## config.mk

```make
export PLATFORM = sky130hd
export DESIGN_NAME = wildcard_signature_matcher_unit
export DESIGN_NICKNAME = d
export VERILOG_FILES = /design/src/hdl/wsm_pkg.sv /design/src/hdl/wildcard_signature_matcher_unit.sv
export SDC_FILE = /design/constraint.sdc
export NUM_CORES = 1
export LEC_CHECK = 0
export BUFFER_PORTS_ARGS = -buffer_cell sky130_fd_sc_hd__buf_2
export CORE_MARGIN = 2
export CORE_UTILIZATION = 40
export CTS_CLUSTER_DIAMETER = 50
export DETAILED_ROUTE_END_ITERATION = 6
export PLACE_DENSITY = 0.64
export REMOVE_ABC_BUFFERS = 1
export SYNTH_ARGS = -nofsm -noshare
export SYNTH_HDL_FRONTEND = slang
export SYNTH_SLANG_ARGS = --single-unit
```

## constraint.sdc

```tcl
create_clock -name clk -period 9.6 [get_ports clk]
set_input_delay 0.96 -clock clk [delete_from_list [all_inputs] [get_ports clk]]
set_output_delay 0.96 -clock clk [all_outputs]
set_load 0.02 [all_outputs]
```

## src/hdl/wsm_pkg.sv

```systemverilog
// shared constants and types for the wildcard signature matcher
package wsm_pkg;

    localparam int PATTERN_BYTES = 16;
    localparam int POSITION_BITS = 32;

    localparam int IDX_BITS = (PATTERN_BYTES > 1) ? $clog2(PATTERN_BYTES) : 1;
    localparam int LEN_BITS = $clog2(PATTERN_BYTES + 1);
    localparam int OFS_BITS = (POSITION_BITS > 32) ? POSITION_BITS : 32;

    localparam int CFG_DATA_BITS  = 64;
    localparam int CFG_INDEX_BITS = 3;

    typedef logic [CFG_INDEX_BITS-1:0] cfg_index_t;

    localparam cfg_index_t CFG_PATTERN_LOW  = 3'd0;
    localparam cfg_index_t CFG_PATTERN_HIGH = 3'd1;
    localparam cfg_index_t CFG_CARE_MASK    = 3'd2;
    localparam cfg_index_t CFG_PATTERN_LEN  = 3'd3;
    localparam cfg_index_t CFG_EP_ONLY      = 3'd4;
    localparam cfg_index_t CFG_ENTRY_OFFSET = 3'd5;

    typedef logic [7:0]               byte_t;
    typedef logic [LEN_BITS-1:0]      len_t;
    typedef logic [POSITION_BITS-1:0] pos_t;

endpackage

```

## src/hdl/wildcard_signature_matcher_unit.sv

```systemverilog
// wildcard nibble signature matcher: streams file bytes and reports the best prefix match
// latency: the result of a last beat is valid in the cycle after that beat is accepted
// throughput: one file byte per unstalled cycle, set by the single parallel window compare stage
// backpressure: input is taken whenever the result register is empty or being drained
// reset: config registers return to defaults (length 1), scan state and window clear
// after each reported result the scan state clears for the next file, config is kept
module wildcard_signature_matcher_unit
(
    input  logic                               clk,
    input  logic                               rst_n,

    input  logic                               cfg_we,
    input  wsm_pkg::cfg_index_t                cfg_index,
    input  logic [wsm_pkg::CFG_DATA_BITS-1:0]  cfg_data,

    input  logic                               s_axis_tvalid,
    output logic                               s_axis_tready,
    input  logic [7:0]                         s_axis_tdata,   // file_byte
    input  logic                               s_axis_tlast,   // last

    output logic                               m_axis_tvalid,
    input  logic                               m_axis_tready,
    output logic [7:0]                         m_axis_tdata    // best_match_bytes, full_match, no_fit, pad
);

    localparam int PB = wsm_pkg::PATTERN_BYTES;

    logic [63:0]                        pattern_low_reg;
    logic [63:0]                        pattern_high_reg;
    logic [31:0]                        care_mask_reg;
    logic [4:0]                         pattern_len_reg;
    logic                               ep_only_reg;
    logic [31:0]                        entry_offset_reg;

    wsm_pkg::byte_t                     window_reg [PB];
    wsm_pkg::byte_t                     window_next [PB];
    wsm_pkg::pos_t                      position_reg;
    wsm_pkg::pos_t                      position_next;
    wsm_pkg::len_t                      best_reg;
    wsm_pkg::len_t                      best_next;

    logic                               out_valid_reg;
    logic [7:0]                         out_data_reg;
    logic [7:0]                         out_data_next;

    logic                               accept;
    wsm_pkg::len_t                      len_eff;
    wsm_pkg::byte_t                     sig_byte [PB];
    logic [2*PB-1:0]                    care_bits;
    logic [PB-1:0]                      byte_ok;
    wsm_pkg::len_t                      prefix;
    logic                               found;
    logic                               fits;
    logic                               tested;
    wsm_pkg::pos_t                      start;
    logic [wsm_pkg::IDX_BITS:0]         widx;
    wsm_pkg::byte_t                     wbyte;
    wsm_pkg::byte_t                     diff;

    assign accept        = s_axis_tvalid && s_axis_tready;
    assign s_axis_tready = !out_valid_reg || m_axis_tready;
    assign m_axis_tvalid = out_valid_reg;
    assign m_axis_tdata  = out_data_reg;

    // config registers
    always_ff @(posedge clk or negedge rst_n)
    begin
        if (!rst_n)
        begin
            pattern_low_reg  <= '0;
            pattern_high_reg <= '0;
            care_mask_reg    <= '0;
            pattern_len_reg  <= 5'd1;
            ep_only_reg      <= 1'b0;
            entry_offset_reg <= '0;
        end
        else if (cfg_we)
        begin
            case (cfg_index)
                wsm_pkg::CFG_PATTERN_LOW:  pattern_low_reg  <= cfg_data[63:0];
                wsm_pkg::CFG_PATTERN_HIGH: pattern_high_reg <= cfg_data[63:0];
                wsm_pkg::CFG_CARE_MASK:    care_mask_reg    <= cfg_data[31:0];
                wsm_pkg::CFG_PATTERN_LEN:  pattern_len_reg  <= cfg_data[4:0];
                wsm_pkg::CFG_EP_ONLY:      ep_only_reg      <= cfg_data[0];
                wsm_pkg::CFG_ENTRY_OFFSET: entry_offset_reg <= cfg_data[31:0];
                default:                   ;
            endcase
        end
    end

    // clamped length, signature bytes and care bits
    always_comb
    begin
        if (pattern_len_reg == 5'd0)
        begin
            len_eff = wsm_pkg::len_t'(1);
        end
        else if (int'(pattern_len_reg) > PB)
        begin
            len_eff = wsm_pkg::len_t'(PB);
        end
        else
        begin
            len_eff = wsm_pkg::len_t'(pattern_len_reg);
        end

        for (int k = 0; k < PB; k++)
        begin
            if (k < 8)
            begin
                sig_byte[k] = pattern_low_reg[8*k +: 8];
            end
            else if (k < 16)
            begin
                sig_byte[k] = pattern_high_reg[8*(k-8) +: 8];
            end
            else
            begin
                sig_byte[k] = 8'h00;
            end
        end

        for (int b = 0; b < 2*PB; b++)
        begin
            care_bits[b] = (b < 32) ? care_mask_reg[b] : 1'b0;
        end
    end

    // shifted window and saturating byte count
    always_comb
    begin
        for (int i = 0; i < PB - 1; i++)
        begin
            window_next[i] = window_reg[i+1];
        end
        window_next[PB-1] = s_axis_tdata;

        if (position_reg == '1)
        begin
            position_next = position_reg;
        end
        else
        begin
            position_next = position_reg + wsm_pkg::pos_t'(1);
        end
    end

    // per-byte nibble compare against the newest len_eff bytes
    always_comb
    begin
        widx  = '0;
        wbyte = '0;
        diff  = '0;
        for (int k = 0; k < PB; k++)
        begin
            widx = (wsm_pkg::IDX_BITS+1)'(PB) - (wsm_pkg::IDX_BITS+1)'(len_eff)
                 + (wsm_pkg::IDX_BITS+1)'(k);
            if (int'(widx) < PB)
            begin
                wbyte = window_next[widx[wsm_pkg::IDX_BITS-1:0]];
            end
            else
            begin
                wbyte = 8'h00;
            end
            diff = wbyte ^ sig_byte[k];
            byte_ok[k] = !(care_bits[2*k] && (diff[7:4] != 4'h0))
                      && !(care_bits[2*k+1] && (diff[3:0] != 4'h0));
        end
    end

    // matched prefix length
    always_comb
    begin
        prefix = len_eff;
        found  = 1'b0;
        for (int k = 0; k < PB; k++)
        begin
            if (!found && (wsm_pkg::len_t'(k) < len_eff) && !byte_ok[k])
            begin
                prefix = wsm_pkg::len_t'(k);
                found  = 1'b1;
            end
        end
    end

    // window test, best update and result word
    always_comb
    begin
        fits   = position_next >= wsm_pkg::pos_t'(len_eff);
        start  = position_next - wsm_pkg::pos_t'(len_eff);
        tested = fits && (!ep_only_reg
               || (wsm_pkg::OFS_BITS'(start) == wsm_pkg::OFS_BITS'(entry_offset_reg)));

        if (tested && (prefix > best_reg))
        begin
            best_next = prefix;
        end
        else
        begin
            best_next = best_reg;
        end

        if (position_next <= wsm_pkg::pos_t'(len_eff))
        begin
            out_data_next = {1'b0, 1'b1, 1'b0, 5'd0};
        end
        else
        begin
            out_data_next = {1'b0, 1'b0, (best_next == len_eff), 5'(best_next)};
        end
    end

    // scan state
    always_ff @(posedge clk or negedge rst_n)
    begin
        if (!rst_n)
        begin
            for (int i = 0; i < PB; i++)
            begin
                window_reg[i] <= '0;
            end
            position_reg <= '0;
            best_reg     <= '0;
        end
        else if (accept)
        begin
            if (s_axis_tlast)
            begin
                for (int i = 0; i < PB; i++)
                begin
                    window_reg[i] <= '0;
                end
                position_reg <= '0;
                best_reg     <= '0;
            end
            else
            begin
                for (int i = 0; i < PB; i++)
                begin
                    window_reg[i] <= window_next[i];
                end
                position_reg <= position_next;
                best_reg     <= best_next;
            end
        end
    end

    // result register
    always_ff @(posedge clk or negedge rst_n)
    begin
        if (!rst_n)
        begin
            out_valid_reg <= 1'b0;
        end
        else if (accept && s_axis_tlast)
        begin
            out_valid_reg <= 1'b1;
        end
        else if (m_axis_tready)
        begin
            out_valid_reg <= 1'b0;
        end
    end

    always_ff @(posedge clk)
    begin
        if (accept && s_axis_tlast)
        begin
            out_data_reg <= out_data_next;
        end
    end

endmodule

```

# Yosys cells after proc, flatten, opt, wreduce, memory -nomap -nowiden
# Index checks and enable logic that the tools add are counted.
# word_totals
ff_bits,364
in_bits,81
output_inout_bits,10
wordCells,432
# op_classes
n_addsub,18
order_cmp,52
eq_ne,8
mux,105
bitwise,32
reduce_logical,191
# ops
cell,n
$bmux 8 s4,16
$mux 8,48
$reduce_bool 4->1,32
$xor 8x8->8,16
$mux 120,1
$mux 5,20
$logic_and 1x1->1,83
$ge 5x5->1 const B,16
$lt 5x5->1 const B,16
$not 4->5,16
$logic_not 1->1,65
$mux 32,2
$add 5x4->5 const B,8
$lt 4x5->1 const A,8
$add 32x1->32 const B,1
$eq 32x32->1,1
$eq 32x32->1 const B,1
$ge 32x5->1,1
$le 32x5->1,1
$sub 32x5->32,1
$add 5x3->5 const B,4
$lt 3x5->1 const A,4
$mux 1,17
$reduce_and 2->1,6
16 further kinds,22

# Depth between registers and ports, before layout
# Gate-level depths: netlist of the first run.
# logic_depth
ltp_word,82
ltp_mapped,43
depth_no_buf,34

# Worst setup path after synthesis of the first run
# No wires, ideal clock.
# synth_path
kind,register to register
start,register pattern_len_reg[1]
end,"register out_data_reg[5], in the netlist m_axis_tdata[5] (data pin)"
setup_time_ns,0.132
t_arrival_ns,9.327
required_time_ns,9.468
path_slack_ns,0.141
stages_incl_launch_ff,36
n_path_buf,8
period_less_slack_ns,9.459
cell_sequence,dfrtp_1 -> or4_1 -> buf_6 -> nand2_8 -> inv_6 -> buf_6 -> buf_6 -> buf_2 -> ha_1 -> xnor2_1 -> clkbuf_1 -> clkbuf_1 -> ha_1 -> clkbuf_1 -> o21ai_0 -> a2bb2oi_1 -> buf_2 -> mux4_2 -> mux2i_1 -> a31oi_1 -> or4_1 -> or2_2 -> a211oi_1 -> nor3_1 -> a2111oi_2 -> ha_1 -> and3_1 -> a31oi_1 -> o21ai_0 -> a21oi_1 -> nand4_1 -> o21ai_1 -> mux2_4 -> or4bb_1 -> a311oi_1 -> and3_1
# synth_between
elab_chain_cells,81
elab_cells_between_ends,363
classes_between,add/sub (17); order compare (36); eq/ne (2); mux (98); bitwise (32); reduce/logical (178)
# synth_rtl
element,line,text
"start, declared",wildcard_signature_matcher_unit.sv:31,logic [4:0] pattern_len_reg;
"start signal, assigned",wildcard_signature_matcher_unit.sv:83,wsm_pkg::CFG_PATTERN_LEN: pattern_len_reg <= cfg_data[4:0];
$gt 5x5->1,wildcard_signature_matcher_unit.sv:98,else if (int'(pattern_len_reg) > PB)
$mux 5,wildcard_signature_matcher_unit.sv:98,
$mux 5 *,wildcard_signature_matcher_unit.sv:94,if (pattern_len_reg == 5'd0)
"parallel branches: the longest is 78 deep, another holds $sub 5x5->5",n/a,
"end signal, assigned",wildcard_signature_matcher_unit.sv:270,out_data_reg <= out_data_next;
"end, declared",wildcard_signature_matcher_unit.sv:43,logic [7:0] out_data_reg;
# Every way passes the cells marked *. The select of a mux whose other input is x is not followed.
# A chain may end at the register's enable or synchronous reset.

# Worst setup path after layout of the first run
# layout_path
start,register pattern_len_reg[4]
end,"register out_data_reg[5], in the netlist m_axis_tdata[5] (data pin)"
# The elaborated chain is that of the path after synthesis.

==> results of run 1 <==
-- cells by family after synthesis --
family | Yosys count
AND/OR/NAND/NOR | 1014
AO/OA/AOI/OAI | 582
multiplexers | 404
flip-flops | 363
buffers and inverters | 250
XOR/XNOR | 161
adder cells (fa/ha/maj) | 23
other | 1
-- synth_stat cells, types with 12 or more instances --
cell,n,area share [%]
o22ai_1,61,1.4
clkbuf_1,149,2.1
nand2b_1,60,1.4
and2_1,17,0.39
and3_1,18,0.41
inv_1,49,0.68
a211o_1,18,0.58
nor2_1,105,1.5
nor2b_1,16,0.37
ha_1,22,1.0
or4_1,12,0.33
xnor2_1,104,3.4
a222oi_1,16,0.59
nand3b_1,126,3.5
nor4_1,32,0.74
a22o_1,25,0.81
a211oi_1,23,0.64
a21oi_1,116,2.1
o21ai_0,110,2.0
mux2i_1,67,2.5
a21o_1,14,0.39
a22oi_1,37,1.0
or2_2,12,0.28
dfrtp_1,355,33
o21a_1,16,0.44
mux4_2,142,12
nand3_1,59,1.1
mux2_2,194,8.0
nand2_1,438,6.1
xor2_1,55,1.8
buf_2,25,0.46
nand4_1,31,0.71
nor3_1,36,0.66
-- per-stage QoR --
stage                     total power [W]  hold slack (ps)
after global routing              0.00804              372
after CTS                         0.00764              336
final                             0.00765              335
after global placement            0.00544              490
after floorplan                   0.00438              473
after detailed placement          0.00549              498
-- timing repair --
item | in CTS | in global routing
resized for setup | 0 | 4
hold buffers | 0 | 0
setup endpoints to repair | 0 | 1
setup buffers | 0 | 0
-- per-layer routing --
layer	share of wire (%)	vias up	routed length [um]
met5	0	-	0
met4	4.9	0	4980
met3	7.2	192	7220
met2	46	1089	46300
met1	42	12000	42400
li1	-	10500	-
-- power by group through the flow --
stage	combinational, W	sequential [W]	clock, W
2_1_floorplan	0.00244	0.00194	0
3_3_place_gp	0.00342	0.00202	0
3_5_place_dp	0.00346	0.00203	0
4_1_cts	0.00347	0.00200	0.00217
5_1_grt	0.00377	0.00204	0.00223
6_report	0.00352	0.00201	0.00213
-- final timing paths --
kind	slack (ps)	start	cells after the start	end
setup / recovery	610	pattern_len_reg[4]	31	m_axis_tdata[5]
max in group asynchronous	6910	rst_n	3	window_next[19]
min in group clk	510	care_bits[10]	1	care_bits[10]
setup reg to reg	610	pattern_len_reg[4]	31	m_axis_tdata[5]
hold / removal	330	rst_n	1	position_reg[19]
hold reg to reg	510	care_bits[10]	1	care_bits[10]
-- final cells by class --
| cell class | instances | area (um^2) | area share, % |
|---|---|---|---|
| multi-input cells | 2185 | 17100 | 56.2 |
| inverters | 54 | 211 | 0.696 |
| flip-flops and latches | 363 | 9120 | 30.0 |
| clock inverters | 39 | 408 | 1.34 |
| well taps | 873 | 1090 | 3.59 |
| clock buffers | 69 | 1560 | 5.14 |
| repair buffers | 146 | 911 | 3.00 |
-- worst max-delay path, delay by kind of cell, from the launching register on --
kind / cells / cell delay, ps
AND/OR/NAND/NOR: 10 / 2730
adder cells (fa/ha/maj): 2 / 580
multiplexers: 2 / 970
flip-flops: 1 / 370
XOR/XNOR: 1 / 160
buffers and inverters: 4 / 1090
AO/OA/AOI/OAI: 12 / 2950
==> results.md, run 1 <==
* Routing usage on met3 at 4.13%
* Initial antenna violation count at 1
* Least-Margin Pin Slew at 1190 ps
* Fin util at 45.3%
* Yosys cell types at 97
* Drt first-iter violations at 2662
* Number of max-cap violations at 0
* Final-report max-slew violation count at 0
* Gr ovfl total at 0
* CTS tree: done
* Gr busiest metal: met2
* Sw power at 0.00320 W
* TritonCTS Buffers at 58
* CTS max path bufs at 3
* Post-route DRC at 7
* Mapped Avg Cell Area at 9.70 um^2
* Largest net degree at the start of global routing at 147
* Most frequent cells in the layout: nand2_1, dfrtp_1, mux2_2, mux4_2, nand3b_1
* Primary FF master, synth: dfrtp_1
* Unrepaired setup endpoints after global routing: no
* Post-DR vias/cell at 6.37
* Final setup fails at 0
* Leakage at 12.2 nW
* Switching part of the total at 41.8%
* Top Ports at 91
* Ant diodes at 0
* Post-synthesis adder-cell area fraction at 1.09%
* Clock-pin slew on the worst setup and hold paths at 50 ps
* Vias in the first global route at 22.8k
* Failing checks: design-rule violations
* Class of the most critical setup path: reg2reg
* Sequential fraction of the synthesis area at 33.6%
* GPL Wtd Cong at 0.976
* Cell Area, Synth at 27100 um^2
* Final std cells w/o fill at 3729
* Root buf cell: clkbuf_16
* Max stage delay on crit path at 650 ps
* # port buffers at 89
* Power per cell area at 252 nW/um^2
* Layout net count at 2912
* EDFF count, synth at 7
* CP startpoint kind: flip-flop
* Post-DP Area at 28400 um^2
* Crit-path max FO at 21
* Clk sinks at 363
* Critical Path AT at 9460 ps
* Largest family of logic cells by synthesized area: multiplexers
* FP Rows at 95
* CP endpoint kind: flip-flop
* # fillers at 6372
* DR WL/cell at 27.0 um
* Met1 Use GR at 39.1%
* Height of the die at 264 um
* Setup WS pre-CTS at 612 ps
* Synth Area in Compound Gates at 14.8%
* Clk_skew at 24.1 ps
* First-pass GRT wire length at 151 mm
* Core area at 67200 um^2
* Combinational share of power at 45.9%
* Fin. Hold Viols at 0
* Die Wd at 264 um
* Ys async rst share at 98.1%
* CTS HTree Levels at 2
* Die area at 70000 um^2
* Clock latency at the later pin of the worst-skew pair at 630 ps
* Path type of the worst min-delay path: in2async
* Initial core utilization at 40.4%
* HPWL after DPL at 75.6 mm
* XOR/XNOR share of the synthesized area at 5.30%
* Tot GR Track Use at 28.6%
* Pint at 0.00446 W
* Placed cell count at 3621
* #FFs+latches synth at 363
* Fin worst setup slack at 610 ps
* Largest register FFs at 120
* Worst vdd ir at 186 uV
* Mux contribution to synthesized area at 22.4%
* ANT nets after route at 0
* Layout cell share with drive strength beyond 1 at 22.1%
* Status: finished, violations left
* Crit path required time at 10070 ps
* Min Tclk post-route at 8990 ps
* Routed wire length at 101 mm
* GR Util met2 at 45.4%
* Post-Synth Simple-Gate Area at 19.0%
* Area delta synth->final at 12.0%
* Slew Limit Headroom at 20.7%
* Seq pwr share at 26.3%
* Clk network pwr share at 27.8%
* Fmax achieved at 111 MHz
* Via count at 23.8k
* Period utilisation layout at 93.7%
* Yosys warnings at 0
* DR pass1 iterations at 7
* Cells after Synth at 2798
* Critical Path Slowest Stage Cell: or4_1
* Most common cell after layout, fill and taps aside: nand2_1
* Setup TNS at 0 ps
* Finished Cell Area at 30400 um^2
No activity file was read; power rests on OpenSTA's default activity.
==> run 2: changes to the inputs <==
Settings changed: ABC_AREA from default to 1.
==> run 2 against run 1 <==
The run now ends clean; sequential power is 5% lower; area after synthesis is 7.0% lower; final cell count is 24% higher; setup slack better by 1400 ps; routed wire length is 6.8% lower; core utilization is 0.28 points lower; register-to-register slack better by 1400 ps; power is 21% higher; die area is 6.9% lower; clock-buffer cell count is 5 lower; global-route usage is 0.36 points higher; largest power group unchanged.
==> results.md, run 2 <==
* Combinational share of power at 57.0% (+11 points)
* HPWL after DPL at 68.8 mm (-9.1%)
* Fmax achieved at 132 MHz (+19%)
* Setup TNS at 0 ps (unchanged)
* Post-synth top area share at 35.2% (+2.4 points)
* CP startpoint kind: flip-flop
* CTS tree: done
* Drt first-iter violations at 2899 (+8.9%)
* Yosys warnings at 0 (unchanged)
* Critical Path Slowest Stage Cell: nand2_2
* Layout cell share with drive strength beyond 1 at 7.49% (-15 points)
* Most common cell in the netlist: nand2_1
* Gr ovfl total at 0 (unchanged)
* DR WL/cell at 20.4 um (-25%)
* Tot GR Track Use at 29.0% (+0.36 points)
* Worst path most repeated cell: nand2_1
* Final-report max-slew violation count at 0 (unchanged)
* Clk network pwr share at 22.5% (-5.3 points)
* Worst path top cell family by delay: simple AND/OR/NAND/NOR gates
* Final hold slack at 305 ps (-29.8 ps)
* Die area at 65200 um^2 (-6.9%)
* Multi-input logic area at 14000 um^2 (-18%)
* Synth top cells by count: nand2_1, nand3_1, inv_1, dfrtp_1, o21ai_0
* Layout net count at 3824 (+31%)
* Path type of the worst min-delay path: in2async
* DR pass1 iterations at 6 (-1)
* Vias in the first global route at 23.9k (+4.8%)
* Initial antenna violation count at 2 (+1)
* Number of max-cap violations at 0 (unchanged)
* Most frequent cells in the layout: nand2_1, nand3_1, inv_1, dfrtp_1, o21ai_0
* First-pass GRT wire length at 143 mm (-5.4%)
* Gr busiest metal: met2
* Fin util at 45.0% (-0.28 points)
* Via count at 25.6k (+7.9%)
* CP endpoint kind: flip-flop
* Min Tclk post-route at 7570 ps (-1420 ps)
* Top Ports at 91 (unchanged)
* Reg2reg end: m_axis_tdata[5]
* Post-DP Area at 26300 um^2 (-7.4%)
* Height of the die at 255 um (-3.5%)
* GPL Wtd Cong at 1.01 (+4.0%)
* Register-to-register setup slack at 2030 ps (+1420 ps)
* Yosys cell types at 59 (-39%)
* Seq pwr share at 20.5% (-5.8 points)
* WP buf/inv at 3 (-1)
* Largest area contributor in the netlist: dfrtp_1
* Fin worst setup slack at 2030 ps (+1420 ps)
* Finished Cell Area at 28200 um^2 (-7.2%)
* Primary FF master, synth: dfrtp_1
* Pint at 0.00457 W (+2.5%)
* Class of the most critical setup path: reg2reg
* Routing usage on met3 at 4.50% (+0.36 points)
* Setup WS pre-CTS at 2220 ps (+1600 ps)
* Most common cell after layout, fill and taps aside: nand2_1
* Fin. Hold Viols at 0 (unchanged)
* Routed wire length at 94.0 mm (-6.8%)
* Hold_buf cts at 0 (unchanged)
* Main area contributors after synthesis: dfrtp_1, nand2_1, nand3_1
* Critical Path AT at 7950 ps (-1510 ps)
* Switching part of the total at 50.8% (+9.0 points)
* Crit-path max FO at 72 (+240%)
* Clk sinks at 363 (unchanged)
* Power per cell area at 329 nW/um^2 (+31%)
* Cells after Synth at 3727 (+33%)
* Post-DR vias/cell at 5.56 (-13%)
* Post-CTS Setup Repair Bufs at 0 (unchanged)
* EDFF count, synth at 7 (unchanged)
* Status: completed
* #FFs+latches synth at 363 (unchanged)
* Initial core utilization at 40.3% (-0.16 points)
* Reg area at 9120 um^2 (unchanged)
* Max stage delay on crit path at 920 ps (+270 ps)
* # fillers at 6538 (+2.6%)
* Slew Limit Headroom at 16.6% (-4.1 points)
* # port buffers at 89 (unchanged)
* TritonCTS Buffers at 55 (-5.2%)
* Largest register FFs at 120 (unchanged)
* Post-route DRC at 0 (-7)
* Die Wd at 255 um (-3.5%)
* R2R Path Start: pattern_len_reg[3]
* Area delta synth->final at 11.8%
* Leakage at 14.2 nW (+16%)
* GR Util met2 at 45.7% (+0.31 points)
* CTS max path bufs at 3 (unchanged)
* Period utilisation layout at 78.9% (-15 points)
* CTS HTree Levels at 2 (unchanged)
* Core area at 62700 um^2 (-6.6%)
* Post-CTS Resized at 0 (unchanged)
* Cell Area, Synth at 25300 um^2 (-7.0%)
* Ys async rst share at 98.1% (unchanged)
* Unrepaired setup endpoints after global routing: no
* ANT nets after route at 0 (unchanged)
* Worst vdd ir at 166 uV (-11%)
* Clock-pin slew on the worst setup and hold paths at 60 ps (about the same)
* Final setup fails at 0 (unchanged)
* Root buf cell: clkbuf_16
* Largest net degree at the start of global routing at 164 (+12%)
* R2R depth at 42 (+35%)
* Mapped Avg Cell Area at 6.78 um^2 (-30%)
* Sequential fraction of the synthesis area at 36.1% (+2.5 points)
* Sw power at 0.00471 W (+47%)
* Clk_skew at 47.1 ps (+23.0 ps)
* Met1 Use GR at 39.0% (-0.093 points)
* Crit path required time at 9980 ps (-90 ps)
* Least-Margin Pin Slew at 1250 ps (+56.7 ps)
* FP Rows at 92 (-3.2%)
* Clock latency at the later pin of the worst-skew pair at 620 ps (about the same)
* Ant diodes at 0 (unchanged)
[run 2: cell count changes in the layout (fill, tap and decap cells not counted), moves of 35 or more]
cell and delta:
a22oi_1 -37, o21ai_0 +149, o22ai_1 +71, xnor2_1 -35, xor2_1 +62, nand2_1 +726
a21oi_1 -99, nand2b_1 -60, mux4_2 -142, inv_1 +306, mux2i_1 -67, mux2_2 -194
nand3b_1 -121, nand3_1 +631
[run 2: cell families after synthesis]
group	count (synthesis)	synth area share, %
compound gates	482	11.0
xor+xnor	187	6.60
fa+ha+maj	23	1.17
buf+inv	556	8.65
flops	363	36.1
other cells	1	0.0148
simple gates	2115	36.5
[run 2: stage by stage]
stage / power [W] / instances
6_report: 0.00928 / 4612
5_1_grt: 0.00991 / 4612
4_1_cts: 0.00917 / 4612
3_5_place_dp: 0.00706 / 4509
3_3_place_gp: 0.00703 / 4509
2_1_floorplan: 0.00542 / 3539
[run 2: worst max path at each step]
stage                       to  cells after the start          startpoint
2_1_floorplan  m_axis_tdata[5]                     36  pattern_len_reg[1]
3_3_place_gp   m_axis_tdata[5]                     40  pattern_len_reg[3]
3_5_place_dp   m_axis_tdata[5]                     40  pattern_len_reg[1]
4_1_cts        m_axis_tdata[5]                     43  pattern_len_reg[3]
5_1_grt        m_axis_tdata[5]                     43  pattern_len_reg[3]
6_report       m_axis_tdata[5]                     42  pattern_len_reg[3]
[run 2: routing by layer]
layer  up-vias  share of wire, %
met5         -                 0
met4         0               5.2
met3       193               8.1
met2      1110                45
met1     12000                42
li1      12300                 -
[run 2: area by class of cell]
cell class	instances	share of cell area, %
clock buffers	64	5.17
clock inverters	39	1.61
inverters	368	4.92
multi-input cells	2808	49.6
flip-flops and latches	363	32.3
well taps	846	3.75
repair buffers	124	2.63
[run 2: power groups by stage]
| stage | sequential (W) | clock, W | combinational (W) |
|---|---|---|---|
| after global placement | 0.00192 | 0 | 0.00510 |
| after CTS | 0.00190 | 0.00211 | 0.00515 |
| final | 0.00191 | 0.00209 | 0.00528 |
| after floorplan | 0.00186 | 0 | 0.00357 |
| after detailed placement | 0.00192 | 0 | 0.00513 |
| after global routing | 0.00192 | 0.00218 | 0.00581 |
